===== src/hdl/spq_pkg.sv =====
package spq_pkg;

    // Queue depth; position and occupancy widths below are sized for it
    localparam int QUEUE_DEPTH = 16;

    // Fixed field widths
    localparam int OPCODE_W = 2;
    localparam int STATUS_W = 2;
    localparam int POS_W    = 4;
    localparam int OCC_W    = 5;

    // Operation codes
    localparam logic [OPCODE_W-1:0] OP_INSERT = 2'd0;
    localparam logic [OPCODE_W-1:0] OP_POP    = 2'd1;
    localparam logic [OPCODE_W-1:0] OP_READ   = 2'd2;

    // Result status codes
    localparam logic [STATUS_W-1:0] ST_OK        = 2'd0;
    localparam logic [STATUS_W-1:0] ST_NOT_FOUND = 2'd1;
    localparam logic [STATUS_W-1:0] ST_FULL      = 2'd2;

    // Controller to datapath commands
    typedef struct packed {
        logic capture;   // load the input item registers
        logic execute;   // carry out the held operation, load the result
    } t_dp_cmd;

endpackage


===== src/hdl/sorted_priority_queue.sv =====
// Sorted priority queue of (key, id) entries, smallest key at the head.
//
// Input channel (s_axis): one item per operation. tuser carries the opcode
// (insert, pop head, read at position); tdata carries key, id and position.
// Output channel (m_axis): exactly one result item per input item, in order.
// tuser carries the status (ok, not found, full); tdata carries the id and
// key of a popped or read entry (zero otherwise) and the occupancy after
// the operation.
//
// Operation: the input item is registered, then the whole cell row compares
// against the new key and shifts while the result register is loaded.
// Throughput: one item per cycle while results are taken; a new item is
// accepted in the same cycle the previous one executes.
//
// Output stall: a waiting result holds; the held input item waits in its
// register until the result register frees, and ready drops meanwhile.
// Reset (i_rst_n low, synchronous): queue empty, no result pending. Entry
// contents are not cleared; only slots below the occupancy are ever read.
module sorted_priority_queue #(
    parameter int KEY_BITS    = 32,
    parameter int ID_BITS     = 8
) (
    input  logic i_clk,
    input  logic i_rst_n,
    // tdata: sort_key, entry_id, position (from bit 0 up), zero padded
    input  logic [((KEY_BITS + ID_BITS + spq_pkg::POS_W + 7) / 8) * 8 - 1:0]
                 i_s_axis_tdata,
    // tuser: opcode
    input  logic [spq_pkg::OPCODE_W-1:0] i_s_axis_tuser,
    input  logic i_s_axis_tvalid,
    output logic o_s_axis_tready,
    // tdata: out_entry_id, out_key, occupancy (from bit 0 up), zero padded
    output logic [((KEY_BITS + ID_BITS + spq_pkg::OCC_W + 7) / 8) * 8 - 1:0]
                 o_m_axis_tdata,
    // tuser: status
    output logic [spq_pkg::STATUS_W-1:0] o_m_axis_tuser,
    output logic o_m_axis_tvalid,
    input  logic i_m_axis_tready
);
    import spq_pkg::*;

    localparam int OUT_TDATA_W = ((KEY_BITS + ID_BITS + OCC_W + 7) / 8) * 8;
    localparam int OCC_LSB     = ID_BITS + KEY_BITS;

    t_dp_cmd             cmd;
    logic [ID_BITS-1:0]  res_id;
    logic [KEY_BITS-1:0] res_key;
    logic [OCC_W-1:0]    res_occ;

    spq_ctrl u_ctrl (
        .i_clk       (i_clk),
        .i_rst_n     (i_rst_n),
        .i_in_valid  (i_s_axis_tvalid),
        .o_in_ready  (o_s_axis_tready),
        .o_out_valid (o_m_axis_tvalid),
        .i_out_ready (i_m_axis_tready),
        .o_cmd       (cmd)
    );

    spq_datapath #(
        .KEY_BITS    (KEY_BITS),
        .ID_BITS     (ID_BITS)
    ) u_datapath (
        .i_clk       (i_clk),
        .i_rst_n     (i_rst_n),
        .i_cmd       (cmd),
        .i_opcode    (i_s_axis_tuser),
        .i_sort_key  (i_s_axis_tdata[KEY_BITS-1:0]),
        .i_entry_id  (i_s_axis_tdata[KEY_BITS+ID_BITS-1:KEY_BITS]),
        .i_position  (i_s_axis_tdata[KEY_BITS+ID_BITS+POS_W-1:KEY_BITS+ID_BITS]),
        .o_status    (o_m_axis_tuser),
        .o_entry_id  (res_id),
        .o_key       (res_key),
        .o_occupancy (res_occ)
    );

    assign o_m_axis_tdata = OUT_TDATA_W'({res_occ, res_key, res_id});

    // Result register is only loaded when it is free
    a_exec_free: assert property (@(posedge i_clk) disable iff (!i_rst_n)
        cmd.execute |-> (!o_m_axis_tvalid || i_m_axis_tready))
        else $error("result overwritten while held");

    // An accepted item executes next cycle unless a result is still held
    a_accept_progress: assert property (@(posedge i_clk) disable iff (!i_rst_n)
        (i_s_axis_tvalid && o_s_axis_tready) |=> (cmd.execute || o_m_axis_tvalid))
        else $error("accepted item neither executed nor waiting");

    // Full status only reported with a full queue
    a_full_occ: assert property (@(posedge i_clk) disable iff (!i_rst_n)
        (o_m_axis_tvalid && (o_m_axis_tuser == ST_FULL))
        |-> (o_m_axis_tdata[OCC_LSB+OCC_W-1:OCC_LSB] == OCC_W'(QUEUE_DEPTH)))
        else $error("full status with spare room");

    // A finished operation yields a valid result on the following cycle
    a_exec_result: assert property (@(posedge i_clk) disable iff (!i_rst_n)
        cmd.execute |=> o_m_axis_tvalid)
        else $error("executed operation lost its result");

endmodule


===== src/hdl/spq_ctrl.sv =====
module spq_ctrl (
    input  logic              i_clk,
    input  logic              i_rst_n,
    input  logic              i_in_valid,
    output logic              o_in_ready,
    output logic              o_out_valid,
    input  logic              i_out_ready,
    output spq_pkg::t_dp_cmd  o_cmd
);
    import spq_pkg::*;

    typedef enum logic [1:0] {
        S_IDLE = 2'b01,
        S_EXEC = 2'b10
    } t_state;

    t_state r_state, n_state;
    logic   r_out_valid, n_out_valid;
    logic   res_free;

    // Result register may be loaded when empty or being emptied this cycle
    assign res_free = !r_out_valid || i_out_ready;

    always_comb begin
        n_state       = r_state;
        o_cmd.execute = 1'b0;
        o_in_ready    = 1'b0;
        unique case (r_state)
            S_IDLE: begin
                o_in_ready = 1'b1;
                if (i_in_valid) begin
                    n_state = S_EXEC;
                end
            end
            S_EXEC: begin
                o_cmd.execute = res_free;
                o_in_ready    = res_free;
                if (res_free && !i_in_valid) begin
                    n_state = S_IDLE;
                end
            end
            default: begin
                n_state = S_IDLE;
            end
        endcase
        o_cmd.capture = i_in_valid && o_in_ready;
    end

    always_comb begin
        n_out_valid = r_out_valid;
        if (o_cmd.execute) begin
            n_out_valid = 1'b1;
        end else if (i_out_ready) begin
            n_out_valid = 1'b0;
        end
    end

    always_ff @(posedge i_clk) begin
        if (!i_rst_n) begin
            r_state     <= S_IDLE;
            r_out_valid <= 1'b0;
        end else begin
            r_state     <= n_state;
            r_out_valid <= n_out_valid;
        end
    end

    assign o_out_valid = r_out_valid;

endmodule


===== src/hdl/spq_datapath.sv =====
module spq_datapath #(
    parameter int KEY_BITS    = 32,
    parameter int ID_BITS     = 8
) (
    input  logic                          i_clk,
    input  logic                          i_rst_n,
    input  spq_pkg::t_dp_cmd              i_cmd,
    input  logic [spq_pkg::OPCODE_W-1:0]  i_opcode,
    input  logic [KEY_BITS-1:0]           i_sort_key,
    input  logic [ID_BITS-1:0]            i_entry_id,
    input  logic [spq_pkg::POS_W-1:0]     i_position,
    output logic [spq_pkg::STATUS_W-1:0]  o_status,
    output logic [ID_BITS-1:0]            o_entry_id,
    output logic [KEY_BITS-1:0]           o_key,
    output logic [spq_pkg::OCC_W-1:0]     o_occupancy
);
    import spq_pkg::*;

    localparam int CNT_W = $clog2(QUEUE_DEPTH + 1);

    // Held input item
    logic [OPCODE_W-1:0] r_op;
    logic [KEY_BITS-1:0] r_key_in;
    logic [ID_BITS-1:0]  r_id_in;
    logic [POS_W-1:0]    r_pos;

    // Entry cells, slot 0 is the head
    logic [KEY_BITS-1:0] r_keys [QUEUE_DEPTH];
    logic [ID_BITS-1:0]  r_ids  [QUEUE_DEPTH];
    logic [CNT_W-1:0]    r_count, n_count;

    logic [STATUS_W-1:0] r_status, n_status;
    logic [ID_BITS-1:0]  r_res_id, n_res_id;
    logic [KEY_BITS-1:0] r_res_key, n_res_key;
    logic [OCC_W-1:0]    r_occ;

    logic                full, empty, hit;
    logic                do_ins, do_pop;
    logic [QUEUE_DEPTH-1:0] place;
    logic [KEY_BITS-1:0] rd_key;
    logic [ID_BITS-1:0]  rd_id;

    always_ff @(posedge i_clk) begin
        if (i_cmd.capture) begin
            r_op     <= i_opcode;
            r_key_in <= i_sort_key;
            r_id_in  <= i_entry_id;
            r_pos    <= i_position;
        end
    end

    assign full   = (r_count == CNT_W'(QUEUE_DEPTH));
    assign empty  = (r_count == '0);
    assign hit    = (32'(r_pos) < 32'(r_count));
    assign do_ins = i_cmd.execute && (r_op == OP_INSERT) && !full;
    assign do_pop = i_cmd.execute && (r_op == OP_POP) && !empty;

    // Per-cell compare: the new entry goes into the first slot whose key is
    // >= the new key, ahead of equal keys, or at the tail when none is
    always_comb begin
        for (int i = 0; i < QUEUE_DEPTH; i++) begin
            place[i] = ((32'(i) < 32'(r_count)) && (r_key_in <= r_keys[i]))
                       || (32'(i) == 32'(r_count));
        end
    end

    // Read-at-index select
    always_comb begin
        rd_key = '0;
        rd_id  = '0;
        for (int i = 0; i < QUEUE_DEPTH; i++) begin
            if (32'(i) == 32'(r_pos)) begin
                rd_key = r_keys[i];
                rd_id  = r_ids[i];
            end
        end
    end

    genvar g;
    for (g = 0; g < QUEUE_DEPTH; g++) begin : g_cell
        logic                lo_place;
        logic [KEY_BITS-1:0] lo_key, hi_key;
        logic [ID_BITS-1:0]  lo_id, hi_id;

        if (g == 0) begin : g_head
            assign lo_place = 1'b0;
            assign lo_key   = r_key_in;
            assign lo_id    = r_id_in;
        end else begin : g_body
            assign lo_place = place[g-1];
            assign lo_key   = r_keys[g-1];
            assign lo_id    = r_ids[g-1];
        end

        if (g == QUEUE_DEPTH - 1) begin : g_tail
            assign hi_key = r_keys[g];
            assign hi_id  = r_ids[g];
        end else begin : g_inner
            assign hi_key = r_keys[g+1];
            assign hi_id  = r_ids[g+1];
        end

        always_ff @(posedge i_clk) begin
            if (do_ins) begin
                if (lo_place) begin
                    r_keys[g] <= lo_key;
                    r_ids[g]  <= lo_id;
                end else if (place[g]) begin
                    r_keys[g] <= r_key_in;
                    r_ids[g]  <= r_id_in;
                end
            end else if (do_pop) begin
                r_keys[g] <= hi_key;
                r_ids[g]  <= hi_id;
            end
        end
    end

    always_comb begin
        n_count   = r_count;
        n_status  = ST_NOT_FOUND;
        n_res_id  = '0;
        n_res_key = '0;
        case (r_op)
            OP_INSERT: begin
                if (full) begin
                    n_status = ST_FULL;
                end else begin
                    n_status = ST_OK;
                    n_count  = r_count + CNT_W'(1);
                end
            end
            OP_POP: begin
                if (!empty) begin
                    n_status  = ST_OK;
                    n_res_id  = r_ids[0];
                    n_res_key = r_keys[0];
                    n_count   = r_count - CNT_W'(1);
                end
            end
            OP_READ: begin
                if (hit) begin
                    n_status  = ST_OK;
                    n_res_id  = rd_id;
                    n_res_key = rd_key;
                end
            end
            default: begin
                n_status = ST_NOT_FOUND;
            end
        endcase
    end

    always_ff @(posedge i_clk) begin
        if (!i_rst_n) begin
            r_count <= '0;
        end else if (i_cmd.execute) begin
            r_count <= n_count;
        end
    end

    always_ff @(posedge i_clk) begin
        if (i_cmd.execute) begin
            r_status  <= n_status;
            r_res_id  <= n_res_id;
            r_res_key <= n_res_key;
            r_occ     <= OCC_W'(n_count);
        end
    end

    assign o_status    = r_status;
    assign o_entry_id  = r_res_id;
    assign o_key       = r_res_key;
    assign o_occupancy = r_occ;

endmodule

===== config.mk =====
export PLATFORM = sky130hd
export DESIGN_NAME = sorted_priority_queue
export DESIGN_NICKNAME = d
export VERILOG_FILES = /design/src/hdl/spq_pkg.sv /design/src/hdl/sorted_priority_queue.sv /design/src/hdl/spq_ctrl.sv /design/src/hdl/spq_datapath.sv
export SDC_FILE = /design/constraint.sdc
export NUM_CORES = 2
export LEC_CHECK = 0
export ABC_AREA = 1
export BUFFER_PORTS_ARGS = -buffer_cell sky130_fd_sc_hd__buf_2
export CAP_MARGIN = 20
export CORE_UTILIZATION = 51
export CTS_CLUSTER_SIZE = 20
export DETAILED_ROUTE_END_ITERATION = 8
export GPL_TIMING_DRIVEN = 0
export HOLD_SLACK_MARGIN = 0.12
export PLACE_DENSITY_LB_ADDON = 0.2
export SETUP_SLACK_MARGIN = 0.1
export SLEW_MARGIN = 40
export SYNTH_ARGS = -nofsm -noshare
export SYNTH_HDL_FRONTEND = slang
export SYNTH_SLANG_ARGS = --single-unit

===== constraint.sdc =====
create_clock -name i_clk -period 12.9 [get_ports i_clk]
set_input_delay 2.58 -clock i_clk [delete_from_list [all_inputs] [get_ports i_clk]]
set_output_delay 2.58 -clock i_clk [all_outputs]
set_load 0.02 [all_outputs]

==> flow_summary.yaml <==
status:
  status: "complete, no violations"
synth:
  ys.flop_type: "edfxtp_1"
  ys_warn_count: 0
  synth_cell_type_count: 48
  yosys-top-cells-area: "edfxtp_1, nand2_1, ha_1"
  netlist.top_cell.by_area: "edfxtp_1"
  syn_inst: 7763
  syn-cell-area_sq_um: 57000
  async_flop_share: 0
  ys_seq_elements: 741
  yosysSeqAreaShare: 0.389
  postSynthAreaPerCell_sq_um: 7.34
  synth_edf_count: 733
  yosysTopAreaCellShare: 0.386
timing:
  finalSetupViolations: 0
  period_needed_ns: 6.51
  hold_viol: 0
  hold_ws_ns: 0.504
  finalSetupTns_ns: 0
  finClkSkew_ns: 0.0312
  relSlewSlack: 0.332
  period_share: 0.504
  finalMaxSlewViolations: 0
  rsz0062_at_grt: "false"
  fmax_mhz: 154
  worstMarginPinSlew_ns: 1.00
drt:
  routedWlPerCell_microns: 27.2
  vias_per_cell: 6.17
  num_vias: 59300
  routed_wl_mm: 261
  firstDrtPassIters: 7
  antenna_left: 0
  first_iter_violations: 8247
  drc: 0
power_and_ir_drop:
  internal-power_mw: 5.08
  ir_drop_uv: 101
  powerDensity_nw_per_um2: 134
  comb_power_share: 0.331
  p_seq_frac: 0.348
  cellLeakagePower_nw: 30.2
  power_switching_share: 0.404
  p_clk_frac: 0.321
  p_sw_mw: 3.44
critical_path:
  path_cells: "buf_2 > nor2_1 > nor2_4 > inv_1 > a21oi_1 > buf_2"
  path_class: "in -> out"
  r2r_cells: 17
  cp.arrival_ns: 3.93
  startpoint_type: "primary input"
  path_common_cell: "buf_2"
  critPathMaxStageDelay_ns: 0.36
  timing.rr.start: "u_datapath.g_cell[0].lo_key[31]$_DFFE_PP_"
  crit_family: "buffers and inverters"
  crit_fanout: 12
  worst-path-buf-inv: 3
  critPathCaptureType: "output pin"
  cpMaxStageDelayCell: "inv_1"
  reg2reg_slack_ns: 7.72
  r2r_end: "u_datapath.r_ids[1][26]$_DFFE_PP_"
  required_ns: 10.32
placement:
  globalplace.congestion: 1.03
  dp_hpwl_mm: 214
  portBuffers: 98
final_layout:
  final_core_util: 0.574
  finalNetCount: 8606
  layout_commonest_cell: "nand2_1"
  area_growth_pct: 11.4
  final_layout_size_suffix_gt1_frac: 0.0857
  layout_common_cells: "nand2_1, inv_1, edfxtp_1, nand3_1, ha_1"
floorplan:
  die-area_sq_um: 113000
  ios: 106
  chipWidth_microns: 336
  num_rows: 122
  initial_utilization: 0.515
  chipHeight_microns: 336
  core_area_sq_um: 111000
grt:
  grt_usage: 0.454
  antenna_found_initial: 8
  gr-total-overflow: 0
  grt_pass1_wl_mm: 367
  grt_max_degree: 41
  grt_pass1_vias: 55700
clock_tree:
  ctsHoldBuffers: 0
  postCtsSetupBuffers: 0
  cts_made_buffers: 93
  max-clock-path-buffers: 3
  insertion_delay_ns: 0.72
  post_cts_resized: 0
  clkTransAtPathRegs_ns: 0.06
  cts_tree: "yes"
  clock_sinks: 741
  cts-root-buf: "clkbuf_16"
  htree_levels: 3
job:
  maxCapViolCount: 0
min_path:
  hold_depth: 2
  worstHoldStart: "u_ctrl.r_state[0]$_SDFFE_PN1P_"
  hold_end: "u_ctrl.r_state[0]$_SDFFE_PN1P_"
  hold_path_class: "reg -> reg"
power by group through the flow:
| stage | registers [mW] | clock network [mW] | logic, mW |
|---|---|---|---|
| floorplan | 2.99 | 0 | 1.49 |
| global placement | 3.13 | 0 | 2.43 |
| detailed placement | 3.01 | 0 | 2.68 |
| CTS | 2.96 | 2.71 | 2.70 |
| global route | 2.97 | 2.79 | 3.00 |
| finish | 2.97 | 2.73 | 2.82 |
per-stage QoR:
| stage | power [mW] | worst slack [ns] | area [sq um] | std cells |
|---|---|---|---|---|
| finish | 8.52 | 6.39 | 63500 | 9599 |
| detailed placement | 5.69 | 6.12 | 60400 | 9419 |
| global placement | 5.56 | 1.45 | 59400 | 9351 |
| CTS | 8.37 | 6.41 | 63400 | 9589 |
| global route | 8.75 | 6.35 | 63400 | 9590 |
| floorplan | 4.48 | 4.56 | 57000 | 7765 |
how the worst max path moves through the flow:
stage	start	to	slack, ns	cells after the start
after global placement	i_m_axis_tready	u_datapath.r_ids[0][53]$_DFFE_PP_	1.45	10
after floorplan	i_m_axis_tready	o_s_axis_tready	4.56	4
after CTS	i_m_axis_tready	o_s_axis_tready	6.41	6
after detailed placement	i_m_axis_tready	u_datapath.r_ids[1][27]$_DFFE_PP_	6.12	14
final	i_m_axis_tready	o_s_axis_tready	6.39	6
after global routing	i_m_axis_tready	o_s_axis_tready	6.35	6
registers in the layout, indices dropped and copies added (netlist names):
signal and count:
u_ctrl.o_out_valid 1, u_ctrl.r_state 2, u_datapath.g_cell.lo_id 8, u_datapath.g_cell.lo_key 32, u_datapath.o_entry_id 8, u_datapath.o_key 32, u_datapath.o_occupancy 5, u_datapath.o_status 2
u_datapath.r_count 5, u_datapath.r_ids 128, u_datapath.r_keys 512, u_datapath.r_op 2, u_datapath.r_pos 4
area by class of cell:
cell class | count | area (sq um)
diodes | 10 | 25.0
plain buffers | 449 | 2130
clock buffers | 115 | 2420
clock inverters | 55 | 608
fillers | 10700 | 47200
inverters | 864 | 3240
multi-input cells | 5711 | 29700
flip-flops and latches | 741 | 22200
well taps | 1488 | 1860
repair buffers | 166 | 1310
Yosys cell counts (2+ instances only):
| library cell | count |
|---|---|
| nor4_2 | 7 |
| nor3_1 | 28 |
| or2_0 | 2 |
| ha_1 | 526 |
| nor4_1 | 6 |
| o21bai_1 | 38 |
| o21a_1 | 14 |
| nand3_1 | 686 |
| nor2_2 | 9 |
| nand2_2 | 6 |
| clkinv_1 | 3 |
| inv_2 | 17 |
| o221ai_1 | 3 |
| nand4_1 | 450 |
| a21oi_2 | 4 |
| a31oi_1 | 3 |
| a21o_1 | 12 |
| inv_1 | 844 |
| o211ai_1 | 16 |
| o21ba_2 | 2 |
| nand2_1 | 2906 |
| dfxtp_1 | 8 |
| buf_4 | 22 |
| clkbuf_1 | 168 |
| a21oi_1 | 387 |
| or2_2 | 3 |
| buf_1 | 10 |
| a211oi_1 | 2 |
| o21ai_1 | 43 |
| nor2_4 | 5 |
| edfxtp_1 | 733 |
| o21ai_0 | 245 |
| nor2_1 | 292 |
| buf_2 | 249 |
per-layer routing:
| metal | vias to the layer above | GRT usage | wire (microns) |
|---|---|---|---|
| met5 | - | 0 | 13 |
| met2 | 3967 | 0.677 | 110000 |
| met1 | 28000 | 0.588 | 99200 |
| met3 | 808 | 0.0980 | 30800 |
| met4 | 2 | 0.309 | 20700 |
| li1 | 26500 | - | - |
cells by family after synthesis:
family | share of synthesized area
and+or+nand+nor | 0.330
buffers and inverters | 0.0934
AOI/OAI and AO/OA | 0.0723
DFF | 0.389
adders and majority gates | 0.115
xor gates and xnor gates | 0.000154
other | 0.0000658
worst register-to-register path: stages (launching register included):
cell and delay (ns):
edfxtp_1 0.63, buf_8 0.26, ha_1 0.31, nand2_1 0.09
nor2_1 0.17, nand2_1 0.17, nor4_2 0.70, nand3_1 0.17
nand2_1 0.12, nand2_1 0.06, nand2_2 0.23, clkbuf_1 0.49
nand2_1 0.23, o211ai_1 0.29, buf_2 0.30, buf_2 0.23
buf_2 0.23, buf_2 0.23
(Power assumes the default switching activity.)
